**src/rtl/core/sts_pkg.sv**
```systemverilog
`timescale 1ns / 1ps
// Shared types and constants for the sorted table search block.
// Used by sts_front, sts_queue, sts_back and the top level.

package sts_pkg;

	localparam int KEY_W   = 32;
	localparam int IDX_W   = 8;
	localparam int BND_W   = IDX_W + 1;
	localparam int MODE_W  = 2;
	localparam int CFGI_W  = 2;
	localparam int IN_W    = 40;
	localparam int OUT_W   = 48;

	localparam logic [MODE_W-1:0] MODE_LOAD  = 2'd0;
	localparam logic [MODE_W-1:0] MODE_EXACT = 2'd1;
	localparam logic [MODE_W-1:0] MODE_CEIL  = 2'd2;

	localparam logic [CFGI_W-1:0] CFG_RANGE_FIRST = 2'd0;
	localparam logic [CFGI_W-1:0] CFG_RANGE_LAST  = 2'd1;

	localparam logic [IDX_W-1:0] RANGE_FIRST_RST = 8'd0;
	localparam logic [IDX_W-1:0] RANGE_LAST_RST  = 8'd255;

	// One classified command: a table write or a search with its bounds.
	// Search bounds are half open: lo is the first index, hend one past the last.
	typedef struct packed {
		logic                    is_load;
		logic                    ceil;
		logic [IDX_W-1:0]        index;
		logic signed [KEY_W-1:0] key;
		logic [BND_W-1:0]        lo;
		logic [BND_W-1:0]        hend;
	} cmd_t;

endpackage

```
**src/rtl/core/sts_queue.sv**
```systemverilog
`timescale 1ns / 1ps
// Two-entry command queue between front end and search engine.
// Depends on sts_pkg for the command type.

module sts_queue (
	input  logic           clk,
	input  logic           arst_n,
	input  logic           push,
	input  sts_pkg::cmd_t  push_cmd,
	output logic           q_ready,
	input  logic           pop,
	output logic           head_valid,
	output sts_pkg::cmd_t  head_cmd
);
	import sts_pkg::*;

	cmd_t       slot_q [2];
	logic       wr_ptr_q;
	logic       rd_ptr_q;
	logic [1:0] count_q;

	assign q_ready    = (count_q != 2'd2);
	assign head_valid = (count_q != 2'd0);
	assign head_cmd   = slot_q[rd_ptr_q];

	always_ff @(posedge clk) begin
		if (push) begin
			slot_q[wr_ptr_q] <= push_cmd;
		end
	end

	always_ff @(posedge clk or negedge arst_n) begin
		if (!arst_n) begin
			wr_ptr_q <= 1'b0;
			rd_ptr_q <= 1'b0;
			count_q  <= 2'd0;
		end else begin
			if (push) begin
				wr_ptr_q <= ~wr_ptr_q;
			end
			if (pop) begin
				rd_ptr_q <= ~rd_ptr_q;
			end
			count_q <= count_q + {1'b0, push} - {1'b0, pop};
		end
	end

endmodule

```
**config.mk**
```make
export PLATFORM = sky130hd
export DESIGN_NAME = sts_queue
export DESIGN_NICKNAME = d
export VERILOG_FILES = /design/src/rtl/core/sts_pkg.sv /design/src/rtl/core/sts_queue.sv
export SDC_FILE = /design/constraint.sdc
export NUM_CORES = 1
export LEC_CHECK = 0
export BUFFER_PORTS_ARGS = -buffer_cell sky130_fd_sc_hd__buf_2
export CAP_MARGIN = 20
export CORE_UTILIZATION = 31
export DETAILED_ROUTE_END_ITERATION = 16
export PLACE_DENSITY = 0.58
export SETUP_SLACK_MARGIN = 0.05
export SLEW_MARGIN = 10
export SYNTH_ARGS = -nofsm -noshare
export SYNTH_HDL_FRONTEND = slang
export SYNTH_SLANG_ARGS = --single-unit
```
**constraint.sdc**
```tcl
create_clock -name clk -period 5.1 [get_ports clk]
set_input_delay 0.51 -clock clk [delete_from_list [all_inputs] [get_ports clk]]
set_output_delay 0.51 -clock clk [all_outputs]
set_load 0.03 [all_outputs]
```
==> impl_metrics.env, run 1 <==
export IMPL_drtIter0Drc=179
export IMPL_wl_um=8130
export IMPL_worstHoldStart="push_cmd[13]"
export IMPL_final_cell_mix="125 x buf_2, 120 x edfxtp_1, 59 x mux2_4"
export IMPL_fin_nets=409
export IMPL_synth_area_um2=4830
export IMPL_port_buffers=125
export IMPL_slew_viol_final=0
export IMPL_synth_simple_gate_area_share=0.00518
export IMPL_netlist_instances=202
export IMPL_antenna_found_initial=0
export IMPL_post_drt_wl_per_cell_um=14.9
export IMPL_stdcell_count=544
export IMPL_finalHoldViolCount=0
export IMPL_synthDistinctLibCells=14
export IMPL_slew_headroom=0.431
export IMPL_yosys_area_share_adder=0.00518
export IMPL_num_rows=45
export IMPL_final_setup_skew_ns=0.00546
export IMPL_syn_nets=268
export IMPL_r2r_start="wr_ptr_q"
export IMPL_min_to="slot_q[1][13]"
export IMPL_drive_above_1_share=0.607
export IMPL_grt_max_degree=35
export IMPL_worst_r2r_setup_slack_ns=3.02
export IMPL_end_kind="output pin"
export IMPL_hp_class="input port to flop"
export IMPL_hold_depth=1
export IMPL_final_common_cell="buf_2"
export IMPL_worst_setup_path_start_kind="flop"
export IMPL_synth_top_cell_by_area="edfxtp_1"
export IMPL_synth_top_area_share=0.746
export IMPL_synth_compound_area_frac=0
export IMPL_clock_latency_ns=0.40
export IMPL_finalCriticalPeriod_ns=2.86
export IMPL_cap_violations=0
export IMPL_syn_avg_cell_area_um2=23.9
export IMPL_die_y_um=127
export IMPL_place_congestion=0.623
export IMPL_dr_pass1_iters=4
export IMPL_numCtsBuffers=17
export IMPL_required_ns=4.59
export IMPL_gr_total_overflow=0
export IMPL_drc=0
export IMPL_clockBufferDepth=2
export IMPL_setup_tns_ns=0
export IMPL_power_density_nw_per_um2=629
export IMPL_io_pins=126
export IMPL_diodes=0
export IMPL_p_leak_nw=2.50
export IMPL_grt_pass1_wl_um=12500
export IMPL_synth_area_leaders="edfxtp_1 75%, mux2_4 18%, buf_12 2.5%"
export IMPL_dieArea_um2=16100
export IMPL_critPathSlowestCell="dfrtp_4"
export IMPL_htreeDepth=4
export IMPL_r2r_worst_path_cells=2
export IMPL_areaGrowthSynthToFinish_pct=27.3
export IMPL_arrival_ns=2.35
export IMPL_rsz0062_at_grt="no"
export IMPL_yosysWarnings=0
export IMPL_period_share=0.562
export IMPL_grt_pass1_vias=2325
export IMPL_crit_chain="buf_4 -> mux2_4 -> buf_2"
export IMPL_yosysSeqAreaShare=0.767
export IMPL_tightest_slew_ns=0.852
export IMPL_clk_pin_slew_ns=0.05
export IMPL_die_w_um=127
export IMPL_nFillCells=1420
export IMPL_synth_top_family_by_area="multiplexers"
export IMPL_cp_max_fo=34
export IMPL_peakVddDrop_mv=0.338
export IMPL_post_dp_hpwl_um=5220
export IMPL_dr_total_vias=2282
export IMPL_reg2reg_to="slot_q[0][22]"
export IMPL_fmax_mhz=349
export IMPL_muxShareOfSynthArea=0.186
export IMPL_synth_xor_area_frac=0.00855
export IMPL_initial_core_util=0.318
export IMPL_grt_total_usage=0.108
export IMPL_cp_startpoint="rd_ptr_q"
export IMPL_holdWs_ns=0.297
export IMPL_cts_setup_buffers=0
export IMPL_ys_ff_latch=124
export IMPL_finalSetupViolations=0
export IMPL_outcome="complete, no violations"
export IMPL_dp_cells=511
export IMPL_vias_per_cell=4.19
export IMPL_cts_tree="yes"
export IMPL_antenna_left=0
export IMPL_cts_sinks=124
export IMPL_core_um2=15200
export IMPL_root_buffer="clkbuf_16"
export IMPL_critical_path_class="flop to output pin"
export IMPL_slowest_delay_ns=0.83
==> worst max-delay path, delay by kind of cell, from the launching register on <==
family | cells | cell delay [ns]
mux | 1 | 0.34
flops | 1 | 0.83
buf+inv | 2 | 0.74
==> through the flow <==
stage / power (mW) / util / area, µm² / setup WS, ns
floorplan: 2.59 / - / 4830 / 1.46
global placement: 2.79 / 0.368 / 5600 / 2.60
detailed placement: 2.81 / 0.368 / 5600 / 2.60
CTS: 3.93 / 0.404 / 6150 / 2.15
global route: 4.05 / 0.404 / 6150 / 2.06
finish: 3.87 / 0.404 / 6150 / 2.24
==> where the power goes <==
| part | switching [mW] | internal [mW] | total, mW | leakage [nW] |
|---|---|---|---|---|
| Clock | 0.394 | 0.709 | 1.10 | 0.264 |
| Sequential | 0.124 | 1.36 | 1.48 | 1.17 |
| Combinational | 0.746 | 0.534 | 1.28 | 1.06 |
| Total | 1.26 | 2.60 | 3.87 | 2.50 |
==> synthesized netlist by cell type <==
master	count
and2_1	1
dfrtp_1	4
or2_2	1
edfxtp_1	120
mux2_4	59
nand2b_1	1
inv_1	2
xor2_1	2
ha_1	2
mux2_2	1
buf_12	6
nor2b_1	1
buf_6	1
xor3_1	1
==> metal layers <==
layer  global-route usage  wire length (µm)  vias up
met3               0.0477               518        9
met4               0.0525                91        0
met5                    0                 0        -
met2                0.164              3830       81
met1                0.132              3690     1112
li1                     -                 -     1080
==> state kept, by name, summed over array words and instances, names as in the netlist <==
name	cells
rd_ptr_q	1
slot_q	120
wr_ptr_q	1
count_q	2
==> cell type report <==
cell class	instances	area [µm²]	area share
clock inverters	10	98.8	0.0161
well taps	188	235	0.0383
clock buffers	22	444	0.0722
repair buffers	129	658	0.107
flip-flops and latches	124	3710	0.603
multi-input cells	69	997	0.162
inverters	2	7.51	0.00122
==> worst max-delay path by stage <==
| stage | to | slack, ns | cells past startpoint |
|---|---|---|---|
| after floorplan | slot_q[0][0] | 1.46 | 1 |
| after global placement | head_cmd[41] | 2.60 | 3 |
| after detailed placement | head_cmd[41] | 2.60 | 3 |
| after CTS | head_cmd[41] | 2.15 | 3 |
| after global routing | head_cmd[5] | 2.06 | 3 |
| final | head_cmd[31] | 2.24 | 3 |
==> repair_timing <==
item	in CTS	in global routing
hold endpoints to repair	4	0
resized for setup	0	0
hold buffers	1	0
==> cell families after synthesis <==
| logic type | count (synthesis) |
|---|---|
| flip-flops | 124 |
| multiplexers | 60 |
| buffers and inverters | 9 |
| AND/OR/NAND/NOR | 4 |
| XOR/XNOR | 3 |
| adder cells (fa/ha/maj) | 2 |
(Power assumes the default switching activity.)
==> inputs of run 2 (changes only) <==
- PLACE_DENSITY: 0.58 -> 0.59
- clock period: 5.1 -> 2.6 ns (I/O delays scaled with it)
==> run 2 against run 1 <==
  * Critical path depth is the same
  * Utilization increased by 0.46 points
  * Count of clock-buffer cells in the layout rose by 1
  * Global-route usage fell by 0.13 points
  * Die area stayed put
  * Sequential power grew 94%
==> impl_metrics.env, run 2 (synthesized netlist as in run 1, its figures left out) <==
export IMPL_outcome="complete, no violations"
export IMPL_dr_total_vias=2292
export IMPL_clockBufferDepth=2
export IMPL_fmax_mhz=451
export IMPL_tightest_slew_ns=0.832
export IMPL_reg_top3="slot_q: 120 flops, count_q: 2 flops"
export IMPL_dieArea_um2=16100
export IMPL_antenna_left=0
export IMPL_seqPwrFrac=0.368
export IMPL_reg2reg_to="slot_q[1][11]"
export IMPL_wl_um=8010
export IMPL_critical_path_class="flop to output pin"
export IMPL_grt_max_degree=61
export IMPL_hold_depth=1
export IMPL_hp_class="input port to flop"
export IMPL_period_share=0.854
export IMPL_pre_cts_ws_ns=0.767
export IMPL_final_setup_skew_ns=0.00580
export IMPL_power_density_nw_per_um2=1250
export IMPL_cap_violations=0
export IMPL_gr_total_overflow=0
export IMPL_fin_nets=410
export IMPL_crit_chain="buf_4 -> mux2_4 -> buf_2"
export IMPL_intPower_mw=5.33
export IMPL_grt_total_usage=0.107
export IMPL_dr_pass1_iters=3
export IMPL_finalCriticalPeriod_ns=2.22
export IMPL_die_w_um=127
export IMPL_worst_r2r_setup_slack_ns=1.04
export IMPL_grt_pass1_wl_um=12400
export IMPL_drive_above_1_share=0.611
export IMPL_drc=0
export IMPL_largest_reg_flops=120
export IMPL_slew_viol_final=0
export IMPL_antenna_found_initial=0
export IMPL_critPathTopFamily="flip-flops"
export IMPL_arrival_ns=1.96
export IMPL_clock_latency_ns=0.40
export IMPL_power_frac_comb=0.331
export IMPL_r2r_start="wr_ptr_q"
export IMPL_drtIter0Drc=109
export IMPL_worstHoldStart="push_cmd[52]"
export IMPL_io_pins=126
export IMPL_finalHoldViolCount=0
export IMPL_min_to="slot_q[1][52]"
export IMPL_clk_pin_slew_ns=0.05
export IMPL_finalSetupViolations=0
export IMPL_post_route_util=0.409
export IMPL_cp_startpoint="rd_ptr_q"
export IMPL_critPathSlowestCell="dfrtp_4"
export IMPL_initial_core_util=0.318
export IMPL_setup_tns_ns=0
export IMPL_final_cell_mix="125 x buf_2, 120 x edfxtp_1, 59 x mux2_4"
export IMPL_grt_pass1_vias=2460
export IMPL_core_um2=15200
export IMPL_cp_num_buf_inv=2
export IMPL_htreeDepth=4
export IMPL_cp_max_fo=24
export IMPL_clockPowerShare=0.302
export IMPL_slew_headroom=0.445
export IMPL_top_register="slot_q"
export IMPL_diodes=0
export IMPL_num_rows=45
export IMPL_swShare=0.316
export IMPL_post_dp_hpwl_um=5260
export IMPL_worst_setup_path_start_kind="flop"
export IMPL_numCtsBuffers=17
export IMPL_rsz0062_at_grt="no"
export IMPL_areaGrowthSynthToFinish_pct=28.7
export IMPL_required_ns=2.34
export IMPL_peakVddDrop_mv=0.633
export IMPL_vias_per_cell=4.21
export IMPL_cts_tree="yes"
export IMPL_r2r_worst_path_cells=1
export IMPL_root_buffer="clkbuf_16"
export IMPL_switching_power_mw=2.46
export IMPL_cts_sinks=124
export IMPL_slowest_delay_ns=0.71
export IMPL_p_leak_nw=2.54
export IMPL_setup_slack_ns=0.380
export IMPL_place_congestion=0.632
export IMPL_port_buffers=125
export IMPL_die_y_um=127
export IMPL_post_drt_wl_per_cell_um=14.7
export IMPL_end_kind="output pin"
export IMPL_final_common_cell="buf_2"
-- run 2: changes by cell type in the layout (fill, tap and decap cells not counted) --
cell and delta:
and2_4 +1, clkinv_1 -2, and2_2 -1, bufinv_16 +2, clkbuf_1 +1, buf_12 +1, clkinvlp_4 -1
-- run 2: repair_timing --
action,4_1_cts,5_1_grt
setup buffers,0,0
resized for setup,0,0
hold buffers,1,0
setup endpoints to repair,0,0
hold endpoints to repair,4,0
-- run 2: power groups by stage --
stage | Clock, mW | Combinational [mW] | Sequential, mW
global route | 2.50 | 2.74 | 2.92
floorplan | 0 | 2.28 | 2.79
global placement | 0 | 2.61 | 2.90
finish | 2.35 | 2.58 | 2.87
CTS | 2.42 | 2.64 | 2.88
detailed placement | 0 | 2.63 | 2.92
-- run 2: worst max path at each step --
stage	end	cells past startpoint	slack, ns
final	head_cmd[23]	3	0.38
after global routing	head_cmd[24]	3	0.28
after CTS	head_cmd[23]	3	0.32
after detailed placement	head_cmd[23]	3	0.77
after global placement	head_cmd[26]	3	0.80
after floorplan	slot_q[0][0]	1	0.20
-- run 2: cell type report --
class,instances,area (µm²)
clock buffers,23,448
clock inverters,9,144
fillers,1420,8980
inverters,2,7.51
multi-input cells,69,998
flip-flops and latches,124,3710
well taps,188,235
repair buffers,130,678
-- run 2: routing by layer --
metal  vias up  share of wire  track usage
met2        81           0.52        0.183
li1       1081              -            -
met3        14          0.063       0.0430
met5         -              0            0
met1      1116           0.40        0.111
met4         0          0.021       0.0630
-- run 2: stage by stage --
stage	cell area (µm²)	hold slack, ns	std cells	power [mW]
floorplan	4830	-0.0356	202	5.07
CTS	6220	0.0185	545	7.94
finish	6220	0.0429	545	7.80
global route	6220	0.0157	545	8.16
detailed placement	5620	0.0773	512	5.55
global placement	5620	0.0715	512	5.51
