**config.mk**
```make
export PLATFORM = sky130hd
export DESIGN_NAME = sts_front
export DESIGN_NICKNAME = d
export VERILOG_FILES = /design/src/rtl/core/sts_pkg.sv /design/src/rtl/core/sts_front.sv
export SDC_FILE = /design/constraint.sdc
export NUM_CORES = 1
export LEC_CHECK = 0
export BUFFER_PORTS_ARGS = -buffer_cell sky130_fd_sc_hd__buf_2
export CORE_MARGIN = 2
export CORE_UTILIZATION = 34
export DETAILED_ROUTE_END_ITERATION = 16
export GPL_TIMING_DRIVEN = 0
export HOLD_SLACK_MARGIN = 0.15
export PLACE_DENSITY = 0.84
export SLEW_MARGIN = 10
export SYNTH_ARGS = -nofsm -noshare
export SYNTH_HDL_FRONTEND = slang
export SYNTH_SLANG_ARGS = --single-unit
```
**constraint.sdc**
```tcl
create_clock -name clk -period 1.33 [get_ports clk]
set_clock_uncertainty 0.05 [all_clocks]
set_input_delay 0.0665 -clock clk [delete_from_list [all_inputs] [get_ports clk]]
set_output_delay 0.0665 -clock clk [all_outputs]
set_load 0.01 [all_outputs]
```
**src/rtl/core/sts_pkg.sv**
```systemverilog
`timescale 1ns / 1ps
// Shared types and constants for the sorted table search block.
// Used by sts_front, sts_queue, sts_back and the top level.

package sts_pkg;

	localparam int KEY_W   = 32;
	localparam int IDX_W   = 8;
	localparam int BND_W   = IDX_W + 1;
	localparam int MODE_W  = 2;
	localparam int CFGI_W  = 2;
	localparam int IN_W    = 40;
	localparam int OUT_W   = 48;

	localparam logic [MODE_W-1:0] MODE_LOAD  = 2'd0;
	localparam logic [MODE_W-1:0] MODE_EXACT = 2'd1;
	localparam logic [MODE_W-1:0] MODE_CEIL  = 2'd2;

	localparam logic [CFGI_W-1:0] CFG_RANGE_FIRST = 2'd0;
	localparam logic [CFGI_W-1:0] CFG_RANGE_LAST  = 2'd1;

	localparam logic [IDX_W-1:0] RANGE_FIRST_RST = 8'd0;
	localparam logic [IDX_W-1:0] RANGE_LAST_RST  = 8'd255;

	// One classified command: a table write or a search with its bounds.
	// Search bounds are half open: lo is the first index, hend one past the last.
	typedef struct packed {
		logic                    is_load;
		logic                    ceil;
		logic [IDX_W-1:0]        index;
		logic signed [KEY_W-1:0] key;
		logic [BND_W-1:0]        lo;
		logic [BND_W-1:0]        hend;
	} cmd_t;

endpackage

```
**src/rtl/core/sts_front.sv**
```systemverilog
`timescale 1ns / 1ps
// Front end: input beat acceptance, mode decode and search bound setup.
// Holds the range registers. Depends on sts_pkg.

module sts_front #(
	parameter int TABLE_DEPTH = 256
) (
	input  logic                          clk,
	input  logic                          arst_n,
	input  logic                          cfg_we,
	input  logic [sts_pkg::CFGI_W-1:0]    cfg_index,
	input  logic [sts_pkg::IDX_W-1:0]     cfg_wdata,
	input  logic                          s_axis_tvalid,
	output logic                          s_axis_tready,
	input  logic [sts_pkg::IN_W-1:0]      s_axis_tdata,
	input  logic [sts_pkg::MODE_W-1:0]    s_axis_tuser,
	input  logic                          q_ready,
	output logic                          push,
	output sts_pkg::cmd_t                 push_cmd
);
	import sts_pkg::*;

	logic [IDX_W-1:0]        range_first_q;
	logic [IDX_W-1:0]        range_last_q;
	logic [IDX_W-1:0]        entry_index;
	logic signed [KEY_W-1:0] key;
	logic                    keep;
	logic                    accept;
	logic [BND_W-1:0]        hend0;

	always_ff @(posedge clk or negedge arst_n) begin
		if (!arst_n) begin
			range_first_q <= RANGE_FIRST_RST;
			range_last_q  <= RANGE_LAST_RST;
		end else if (cfg_we) begin
			case (cfg_index)
				CFG_RANGE_FIRST: range_first_q <= cfg_wdata;
				CFG_RANGE_LAST:  range_last_q  <= cfg_wdata;
				default: ;
			endcase
		end
	end

	assign entry_index   = s_axis_tdata[IDX_W-1:0];
	assign key           = s_axis_tdata[IDX_W +: KEY_W];
	assign s_axis_tready = q_ready;
	assign accept        = s_axis_tvalid && q_ready;

	// Clip the last index to the table; a first index past it leaves the range empty.
	assign hend0 = (TABLE_DEPTH <= int'(range_last_q)) ? BND_W'(TABLE_DEPTH)
		: ({1'b0, range_last_q} + BND_W'(1));

	// Drop unused modes and loads that fall outside the table.
	always_comb begin
		case (s_axis_tuser)
			MODE_LOAD:  keep = int'(entry_index) < TABLE_DEPTH;
			MODE_EXACT: keep = 1'b1;
			MODE_CEIL:  keep = 1'b1;
			default:    keep = 1'b0;
		endcase
	end

	assign push = accept && keep;

	always_comb begin
		push_cmd.is_load = (s_axis_tuser == MODE_LOAD);
		push_cmd.ceil    = (s_axis_tuser == MODE_CEIL);
		push_cmd.index   = entry_index;
		push_cmd.key     = key;
		push_cmd.lo      = {1'b0, range_first_q};
		push_cmd.hend    = hend0;
	end

endmodule

```
==> results of run 1 <==
logic make-up after synthesis:
family	after synthesis
xor+xnor	6
flops	16
other cells	1
simple gates	13
fa+ha+maj	1
compound gates	1
buf+inv	43
mux	16
critical path, stage by stage, from the launching register on:
cell and delay (ps):
sky130_fd_sc_hd__dfstp_2 560, sky130_fd_sc_hd__buf_6 100, sky130_fd_sc_hd__and3_4 200, sky130_fd_sc_hd__nand3_4 70
sky130_fd_sc_hd__xnor2_2 150, sky130_fd_sc_hd__buf_2 150
per-layer routing:
layer	global-route usage	vias up	part of all wire
li1	-	481	-
met1	0.129	450	0.32
met2	0.321	68	0.56
met3	0.0130	8	0.094
met4	0.0571	0	0.026
met5	0	-	0
final cells by class:
class / count / area [sq um] / area share
timing repair buffer: 96 / 583 / 0.322
multi-input combinational: 38 / 419 / 0.232
sequential: 16 / 410 / 0.227
buffer: 42 / 315 / 0.174
tap: 44 / 55.1 / 0.0304
clock buffer: 3 / 22.5 / 0.0124
inverter: 1 / 3.75 / 0.00207
timing repair:
item,4_1_cts,5_1_grt
endpoints found under the setup margin,8,8
buffers inserted,7,3
cloned,0,0
endpoints found under the hold margin,32,0
pin swaps,8,8
hold buffers,9,0
gates resized for setup,9,11
where the power goes:
part           internal (uW)  total, uW  switching (uW)  leakage [uW]
sequential               614        682            68.2      0.000179
clock                    105        241             136     0.0000138
combinational            494        846             352      0.000764
worst paths after layout:
| check | end | slack (ps) | cells past startpoint |
|---|---|---|---|
| setup reg to reg | range_last_q[2] | 330 | 3 |
| hold reg to reg | range_first_q[3] | 460 | 1 |
| max in group asynchronous | range_last_q[1] | 760 | 2 |
| hold / removal | range_first_q[5] | 170 | 2 |
| setup / recovery | push_cmd[5] | -280 | 5 |
| min in group clk | range_first_q[4] | 180 | 3 |
state kept, by name (all words and copies together) (netlist names):
register / flops
range_first_q: 8
range_last_q: 8
layout by cell type (no fill, tap or decap):
cell type	count
sky130_fd_sc_hd__a21oi_1	1
sky130_fd_sc_hd__and3_4	1
sky130_fd_sc_hd__and4_1	1
sky130_fd_sc_hd__and4_4	1
sky130_fd_sc_hd__buf_2	76
sky130_fd_sc_hd__buf_4	45
sky130_fd_sc_hd__buf_6	8
sky130_fd_sc_hd__clkbuf_4	3
sky130_fd_sc_hd__conb_1	1
sky130_fd_sc_hd__dfrtp_1	8
sky130_fd_sc_hd__dfstp_2	8
sky130_fd_sc_hd__dlygate4sd3_1	9
sky130_fd_sc_hd__ha_4	1
sky130_fd_sc_hd__inv_1	1
sky130_fd_sc_hd__mux2_2	16
sky130_fd_sc_hd__nand2_1	2
sky130_fd_sc_hd__nand3_2	1
sky130_fd_sc_hd__nand3_4	2
sky130_fd_sc_hd__nand3b_2	1
sky130_fd_sc_hd__nand4_1	1
sky130_fd_sc_hd__nor2_1	1
sky130_fd_sc_hd__nor2b_1	1
sky130_fd_sc_hd__nor3b_4	1
sky130_fd_sc_hd__xnor2_1	2
sky130_fd_sc_hd__xnor2_2	3
sky130_fd_sc_hd__xor2_1	1
cell usage after synthesis (all sizes together) (2+ instances only):
library cell,count,share of area
buf,42,0.29
mux2,16,0.17
dfrtp,8,0.19
dfstp,8,0.20
xnor2,5,0.041
nand3,3,0.014
and4,2,0.016
nand2,2,0.0070
through the flow:
step                      area (sq um)  utilization  setup WS (ps)
final                             1810        0.598           -284
after global routing              1810        0.598           -351
after CTS                         1730        0.571           -294
after detailed placement          1520        0.501          -37.8
after global placement            1520        0.501          -32.9
after floorplan                   1080            -           99.8
==> impl_summary.md, run 1 <==
Outcome
The flow ran to the end, but the final reports show violations. The final reports fail on negative setup slack.

Yosys
The synthesized cell area is 1080 sq um. Synthesis inferred 16 register bits. The compound-cell area share of the yosys netlist is 0.00465. By area, the combinational part of the netlist is dominated by buffers and inverters. Of the total synthesized cell area, the portion taken by XOR and XNOR cells is 0.0488. The post-synthesis simple-gate area fraction is 0.0860. The synthesized area divided by synthesized cell count is 11.1 sq um. The synthesized instance count is 97.

The number of warning messages in the yosys log is 0. The share of synthesized flip-flops with an asynchronous set or reset is 1.00. The number of distinct library cells after synthesis is 19. Counting flops with a built-in enable in the synthesized netlist gives 0. For this run, the leading register cell type out of synthesis is sky130_fd_sc_hd__dfstp_2. Measured against the total synthesized area, the mux share comes to 0.167. The total nets after synthesis is 155. The synthesized-area fraction occupied by adder cells is 0.0116.

The sequential-to-total area share from yosys stat is 0.381.

Routing
Wires add up to roughly 3100 um. The via density per instance is 4.20. The initial detailed-routing violation count is 6. The routed layout has between 1000 and 1500 vias. The detail route stage leaves a number of antenna-violating nets equal to 0. The post-route DRC violation count is 0. Dividing the detail-routed wire length by the instance count gives 12.9 um. The first TritonRoute pass finished after 2 iterations.

CTS
The longest clock path from root to sink contains 2 buffers. In this run, CTS created clock tree buffers numbering 3. The depth of the CTS H-tree is 1.

The count of clock tree sinks is 16. The clock-pin slew of the registers on the worst-case setup and hold paths is 80 ps. The clock latency at the later pin of the worst-skew pair is around 270 ps. In this run the clock root is driven by a sky130_fd_sc_hd__clkbuf_4. The CTS tree is done.

Timing
The total count of hold-check failures in the final report is 0. The share of the cycle needed by the critical path after routing is 1.21. Counting I/O delays and the setup requirement, the final critical path takes around 1600 ps. The final max-slew violation count is 0.

Based on the critical path, the design can be clocked at up to roughly 620 MHz. Hold timing on the final database bottoms out at a slack of 174 ps. In the final timing run, aggregate negative setup slack is -1540 ps. Setup violations remaining at the end of the flow were counted as 7. The worst-case setup margin in the final layout is -284 ps.

Setup repair after global routing could not meet its margin everywhere.

Floorplan
The starting utilization of the core area is 0.355. The die extent in y is about 60 um. In this run the standard cell core region covers 3030 sq um.

The number of cell rows is 20. The number of I/O pins is between 100 and 150. The die covers 3630 sq um. Measured along the x axis, the die boundary spans ~60 um.

Final layout
The number of fill cells is 250. The net count of the finished layout is roughly 260. The layout cell share with drive strength beyond 1 is 0.852. The total inserted antenna cells is 0. From synthesis to final layout, the design area changed by 68.1%. Leaving out filler cells and counting taps, the final layout contains 240.

Power
The total leakage power is 0.000956 uW. The power density of the placed cells is just under 1000 nW/um^2. Power comes to roughly 1800 uW. The worst-case IR drop observed on VDD is around 0.96 mV.

Placed design
The number of placed instances, taps included is 218. The final weighted congestion of routability-driven global placement is 0.721. The number of port buffers is 77.

GRT
The largest net degree at the start of global routing is 17. The initial antenna violation count is 0. The leftover overflow at the end of global routing is 0. For this run, the total global-route usage over all layers was measured as 0.147. The via count of the first global-routing pass is 936. The first-pass GRT wire length is a little under 4000 um.

Setup path
At the worst endpoint, the required time is 1210 ps. The type of the worst setup path is reg -> out. The most critical setup path has its startpoint at range_last_q[4]. The endpoint kind of the worst setup timing path is an output pin. The data arrival time at the worst-slack endpoint is approximately 1500 ps. The source of the worst register-to-register timing path is range_last_q[2].

STA classifies the critical path startpoint as a flop. Of all nets on the critical path, the largest fanout is 3.

Job
The tool flagged a number of max-cap violations equal to 0.

Min path
The min-delay analysis places its worst path in the category in -> async.
Note: power is estimated with default switching activity, not from simulation.
==> run 2, diff against run 1 <==
Settings changed: CORE_UTILIZATION 34 to 35, CTS_BUF_LIST set to sky130_fd_sc_hd__clkbuf_2 sky130_fd_sc_hd__clkbuf_4 sky130_fd_sc_hd__clkbuf_8, PLACE_DENSITY 0.84 to 0.86.
==> run 2 against run 1 <==
The run still ends with negative setup slack left. Non-clock buffer count fell by 1. Sequential share of layout area rose by 0.81 points. Die area fell by 2.7%. Combinational power fell by 9.5%. Largest power group unchanged. Worst setup slack improved by 42 ps. Final area fell by 3.5%.
==> impl_summary.md, run 2 (synthesis results as in run 1) <==
CTS
The maximum number of buffers from clock root to sink is 2 (unchanged). The cell at the root of the clock tree is sky130_fd_sc_hd__clkbuf_4. The depth of the CTS H-tree came to 1 (unchanged). The TritonCTS buffer count is 3 (unchanged).

The clock latency at the later pin of the worst-skew pair came to 280 ps (about the same). TritonCTS built the clock tree. The count of clock tree sinks is 16 (unchanged). The clock-pin slew of the registers on the worst-case setup and hold paths is 90 ps (about the same).

Power
The overall power after layout is 1770 uW (about the same). The fraction of power spent switching nets is 0.305 (-0.00970). The portion of total power attributed to combinational logic is 0.433 (-0.045).

The maximum vdd ir drop is 0.740 mV (-23%). The power density of the placed cells is 1010 nW/um^2 (+3.6%). The share of power burned in registers is 0.388 (+0.002).

The proportion of power drawn by the clock network was 0.179 (+0.043). The total leakage power is 0.000947 uW (-0.99%). The power dissipated by switching net loads is 539 uW (-3.1%).

The internal cell power is 1230 uW (+1.4%).

Timing
The final max-slew violation count is 0 (unchanged). The accumulated negative setup slack is -1390 ps (+156 ps). The total of endpoints with negative setup slack in the final report is 7 (unchanged). The worst-case setup margin in the final layout came to -241 ps (+42.5 ps). The time the worst path needs with I/O delays and setup is 1570 ps (-42.5 ps).

The final worst hold slack is 164 ps (-9.62 ps). The achievable clock frequency is 636 MHz (+2.7%). Setup repair after global routing could not meet its margin everywhere. The total count of hold-check failures in the final report is 0 (unchanged). The share of the cycle needed by the critical path after routing is 1.18 (-0.0319).

Final layout
The number of fill cells was 265 (+6.0%). The library cell used most frequently in the layout, excluding fill and tap cells, is sky130_fd_sc_hd__buf_2. The top cell types in the final layout, fill and taps aside, are sky130_fd_sc_hd__buf_2, sky130_fd_sc_hd__buf_4, sky130_fd_sc_hd__mux2_2, sky130_fd_sc_hd__dlygate4sd3_1. Relative to the synthesized area, the layout overhead comes to 62.3%. In the final layout, the registers with the most flip-flops are range_first_q (8), range_last_q (8). The layout cell share with drive strength beyond 1 is 0.821 (-0.0306).

The footprint of the multi-input gates was 382 sq um (-9.0%). The net total in the final layout is 255 (-0.39%). The footprint of the flip-flops and latches is 410 sq um (unchanged). The total inserted antenna cells is 0 (unchanged).

Setup path
The largest fanout on the critical path is 4 (+1). The most critical setup path has its startpoint at range_last_q[2]. The critical path goes through and4_4 > nand4_1 > xnor2_1 > buf_2. The number of buffers and inverters on the critical path is 1 (-1). The required time at the endpoint of the critical path is 1210 ps (about the same). The depth of the worst register-to-register path is 3 (unchanged).

The kind of cell with the highest combined delay on the critical path is flip-flops. In this run the critical register-to-register path is launched from range_last_q[2]. The endpoint kind of the worst setup timing path is an output pin. The critical path startpoint category is a flop. The data arrival time at the worst-slack endpoint is 1450 ps (-50 ps). The master of the slowest instance on the critical path is sky130_fd_sc_hd__dfstp_2.

The capture point of the worst reg-to-reg path is range_last_q[2]. The flop-to-flop setup slack was 320 ps (about the same). The type of the worst setup path is reg -> out.

The delay contributed by the slowest stage of the critical path was 560 ps (about the same).

GRT
The global router's overall resource usage came to 0.150 (+0.00388). The largest net degree at the start of global routing is 10 (-7). The leftover overflow at the end of global routing is 0 (unchanged).

The via count of the first global-routing pass is 924 (-1.3%). The first-pass GRT wire length is 3970 um (+1.4%). The initial antenna violation count is 0 (unchanged).

Placed design
The number of port buffers is 77 (unchanged). The final weighted congestion of routability-driven global placement is 0.655 (-9.2%). The wire-length estimate of the detail-placed layout is around 2300 um.

Floorplan
The starting utilization of the core area was 0.361 (+0.00597). The core area was 2980 sq um (-1.7%). The number of I/O pins is 119 (unchanged).

The die extent in y is 59.4 um (-1.3%). The x dimension of the die is 59.4 um (-1.3%). The number of cell rows was 20 (unchanged).

The total die area is 3530 sq um (-2.7%).

Routing
The remaining number of nets flagged by the antenna check after routing was 0 (unchanged). The final wirelength was 2880 um (-7.0%). The initial detailed-routing violation count is 9 (+3). The average wire per cell in the routed design is 12.6 um (-2.5%). The post-route DRC violation count is 0 (unchanged). The via density per instance is 4.34 (+3.6%). The via count of the routed design is 995 (-1.2%). The count of TritonRoute iterations in the first routing pass is 3 (+1).

Job
The max-cap check violation count is 0 (unchanged).

Min path
The path class of the lowest-slack min-delay path is in -> reg. The number of stages on the worst hold path is 3. The end point of the worst hold path is range_first_q[6]. The worst hold path startpoint is cfg_index[1].

Outcome
The checks that failed: negative setup slack. The run finished, with violations left.
==> run 2: cell types whose count changed in the layout (fill, tap and decap cells not counted), sizes merged <==
cell,delta
buf,-2
clkbuf,+1
dlymetal6s4s,+1
==> run 2: timing repair <==
action,in CTS,in global routing
setup buffers,5,3
hold endpoints to repair,32,0
hold buffers,10,0
pin swaps,3,0
endpoints found under the setup margin,8,16
gates resized for setup,5,4
==> run 2: worst reg2reg max path, stage by stage, from the launching register on <==
cell                      delay (ps)
sky130_fd_sc_hd__dfstp_2         390
sky130_fd_sc_hd__buf_4           130
sky130_fd_sc_hd__buf_4           130
sky130_fd_sc_hd__mux2_2          250
==> run 2: stage by stage <==
step / instances / util / setup WS, ps / area [sq um]
4_1_cts: 226 / 0.571 / -270 / 1700
3_5_place_dp: 207 / 0.505 / -12.1 / 1500
2_1_floorplan: 97 / - / 99.8 / 1080
5_1_grt: 229 / 0.587 / -324 / 1750
3_3_place_gp: 207 / 0.505 / -6.26 / 1500
6_report: 229 / 0.587 / -241 / 1750
==> run 2: worst max-delay path by stage <==
stage / cells after the start / slack, ps / end
detailed placement: 4 / -10 / push_cmd[4]
CTS: 4 / -270 / push_cmd[7]
global placement: 4 / -6 / push_cmd[4]
finish: 4 / -240 / push_cmd[7]
floorplan: 3 / 100 / push_cmd[7]
global route: 4 / -320 / push_cmd[7]
==> run 2: routing by layer <==
| layer | part of all wire | vias to the layer above | track usage |
|---|---|---|---|
| met5 | 0 | - | 0 |
| met4 | 0.0049 | 0 | 0.0552 |
| met3 | 0.088 | 2 | 0.0153 |
| met2 | 0.60 | 64 | 0.336 |
| met1 | 0.31 | 449 | 0.127 |
| li1 | - | 480 | - |
==> run 2: area by class of cell <==
cell class                 instances  area share
multi-input combinational         38       0.218
sequential                        16       0.235
tap                               33      0.0236
buffer                            42       0.181
timing repair buffer              95       0.319
clock buffer                       4      0.0208
inverter                           1     0.00215
==> run 2: power by group through the flow <==
stage                     sequential (uW)  clock, uW  combinational [uW]
final                                 687        316                 766
after global routing                  703        341                 826
after CTS                             687        329                 717
after detailed placement              702          0                 598
after floorplan                       708          0                 339
after global placement                694          0                 582
==> run 3, diff against run 2 <==
Settings changed: PLACE_DENSITY 0.86 to unset, PLACE_DENSITY_LB_ADDON set to 0.15.
==> run 3 against run 2 <==
The run still ends with negative setup slack left. Final cell count increased by 0.87%. Critical path depth stayed put. Fmax down 3.6%. Via count down 0.40%. Largest power group unchanged.
==> impl_summary.md, run 3 (synthesis results as in run 1) <==
Placed design
The pre-CTS setup slack is -45.4 ps (-33.3 ps). The total cell area at the placement stage is 1500 sq um (unchanged). The number of placed instances, taps included came to 207 (unchanged). The total half-perimeter wirelength after legalization and detailed placement is 2210 um (-2.8%).

The final weighted congestion of routability-driven global placement was 0.699 (+6.7%). The number of port buffers came to 77 (unchanged).

Final layout
The most common cell after layout, fill and taps aside is sky130_fd_sc_hd__buf_2. The layout cell share with drive strength beyond 1 came to 0.854 (+0.0321). Leaving out fill and tap cells, the most frequent cells in the layout are sky130_fd_sc_hd__buf_2, sky130_fd_sc_hd__buf_4, sky130_fd_sc_hd__mux2_2, sky130_fd_sc_hd__dlygate4sd3_1.

The number of fill cells is 259 (-2.3%). The footprint of the multi-input gates is 414 sq um (+8.5%). The total inserted antenna cells is 0 (unchanged). The post-route standard cell area excluding fillers came to 1800 sq um (+3.3%).

The net total in the final layout is 257 (+0.78%). The footprint of the flip-flops and latches came to 410 sq um (unchanged). The signed area change from the synthesized netlist to the final layout is 67.7%. The largest registers in the layout are range_first_q (8), range_last_q (8). The post-layout instance count excluding filler cells was 231 (+0.87%).

Setup path
STA classifies the critical path endpoint as an output pin. The number of buffers and inverters on the critical path is 1 (unchanged). The data arrival time at the worst-slack endpoint came to 1510 ps (+60 ps). The critical path is of the reg -> out type.

Traced cell by cell, the critical path runs through and4_4 > nand4_1 > xnor2_1 > buf_2. The critical path startpoint category is a flop. The required time at the endpoint of the critical path came to 1210 ps (about the same). The delay contributed by the slowest stage of the critical path is 560 ps (about the same). The largest fanout on the critical path is 3 (-1). Broken down by cell family, the worst path's largest delay share belongs to flip-flops.

The largest individual stage delay along the critical path comes from the cell sky130_fd_sc_hd__dfstp_2.

CTS
The clock latency at the later pin of the worst-skew pair is 280 ps (about the same). The TritonCTS buffer count was 3 (unchanged). The count of clock tree sinks is 16 (unchanged). The depth of the CTS H-tree is 1 (unchanged).

The cell at the root of the clock tree is sky130_fd_sc_hd__clkbuf_4. The maximum number of buffers from clock root to sink is 2 (unchanged). The clock-pin slew of the registers on the worst-case setup and hold paths is 100 ps (about the same). TritonCTS built the clock tree.

Timing
Setup repair after global routing could not meet its margin everywhere. The total count of hold-check failures in the final report is 0 (unchanged). The total of endpoints with negative setup slack in the final report is 7 (unchanged). The time the worst path needs with I/O delays and setup was 1630 ps (+58.3 ps). The worst-case setup margin in the final layout is -299 ps (-58.3 ps). The achievable clock frequency is 614 MHz (-3.6%). The final max-slew violation count is 0 (unchanged). The share of the cycle needed by the critical path after routing was 1.23 (+0.0438).

GRT
The largest net degree at the start of global routing came to 17 (+7). The initial antenna violation count came to 0 (unchanged). The global router's overall resource usage is 0.148 (-0.00254). The first-pass GRT wire length is 3910 um (-1.7%).

The leftover overflow at the end of global routing is 0 (unchanged). The via count of the first global-routing pass is 859 (-7.0%).

Power
The power density of the placed cells came to 1010 nW/um^2 (about the same). The maximum vdd ir drop is 0.765 mV (+3.5%). The overall power after layout came to 1830 uW (+3.3%). The total leakage power is 0.000961 uW (+1.5%).

Routing
The via count of the routed design came to 991 (-0.40%). The initial detailed-routing violation count is 7 (-2). The final wirelength is 2860 um (-0.66%). The via density per instance was 4.29 (-1.3%). The count of TritonRoute iterations in the first routing pass came to 4 (+1). The post-route DRC violation count was 0 (unchanged).

The average wire per cell in the routed design is 12.4 um (-1.5%). The remaining number of nets flagged by the antenna check after routing is 0 (unchanged).

Floorplan
The core area is 2980 sq um (unchanged). The starting utilization of the core area is 0.361 (unchanged). The total die area came to 3530 sq um (unchanged). The die extent in y is 59.4 um (unchanged). The x dimension of the die is 59.4 um (unchanged). The number of cell rows is 20 (unchanged). The number of I/O pins is 119 (unchanged).

Outcome
The checks that failed: negative setup slack. The run finished, with violations left.

Job
The max-cap check violation count is 0 (unchanged).

Min path
The min-delay analysis places its worst path in the category in -> async.
-- run 3: cell types whose count changed in the layout (fill, tap and decap cells not counted), sizes merged --
cell	delta
dlymetal6s4s	-1
buf	+3
-- run 3: worst paths after layout --
kind                       slack (ps)  cells after the start                to             start
setup / recovery                 -300                      4       push_cmd[7]   range_last_q[3]
hold / removal                    150                      2  range_first_q[2]            arst_n
setup reg to reg                  320                      3   range_last_q[3]   range_last_q[3]
hold reg to reg                   460                      1  range_first_q[3]  range_first_q[3]
max in group asynchronous         770                      2   range_last_q[1]            arst_n
min in group clk                  160                      3  range_first_q[3]      cfg_index[1]
-- run 3: where the power goes --
part	switching, uW	total (uW)	internal [uW]	leakage (uW)
Clock	151	318	166	0.0000210
Combinational	337	825	487	0.000761
Sequential	70.6	685	614	0.000179
Total	559	1830	1270	0.000961
-- run 3: final cells by class --
| cell class | instances | area share |
|---|---|---|
| plain buffers | 42 | 0.175 |
| clock buffers | 4 | 0.0201 |
| inverters | 1 | 0.00208 |
| multi-input cells | 38 | 0.230 |
| flip-flops and latches | 16 | 0.227 |
| well taps | 33 | 0.0229 |
| repair buffers | 97 | 0.323 |
-- run 3: stage by stage --
step | TNS, ps | hold slack (ps) | utilization
floorplan | 0 | -279 | -
global placement | 0 | -60.9 | 0.505
detailed placement | -45.4 | -59.9 | 0.505
CTS | -1520 | 162 | 0.585
global route | -2090 | 171 | 0.606
finish | -1590 | 153 | 0.606
-- run 3: worst reg2reg max path: cells and delay by family (launching register included) --
kind                   cells  cell delay (ps)
DFF                        1              560
buffers and inverters      2              210
muxes                      1              140
-- run 3: layer usage --
layer	global-route usage	vias up	wire [um]
met5	0	-	0
met4	0.0584	0	13
met3	0.0197	2	254
met2	0.276	51	1590
met1	0.167	456	1000
li1	-	482	-
-- run 3: timing repair --
item | in CTS | in global routing
pin swaps | 13 | 8
gates resized for setup | 8 | 11
hold endpoints to repair | 32 | 0
hold buffers | 9 | 0
setup buffers | 10 | 1
gates cloned | 0 | 0
endpoints found under the setup margin | 8 | 9
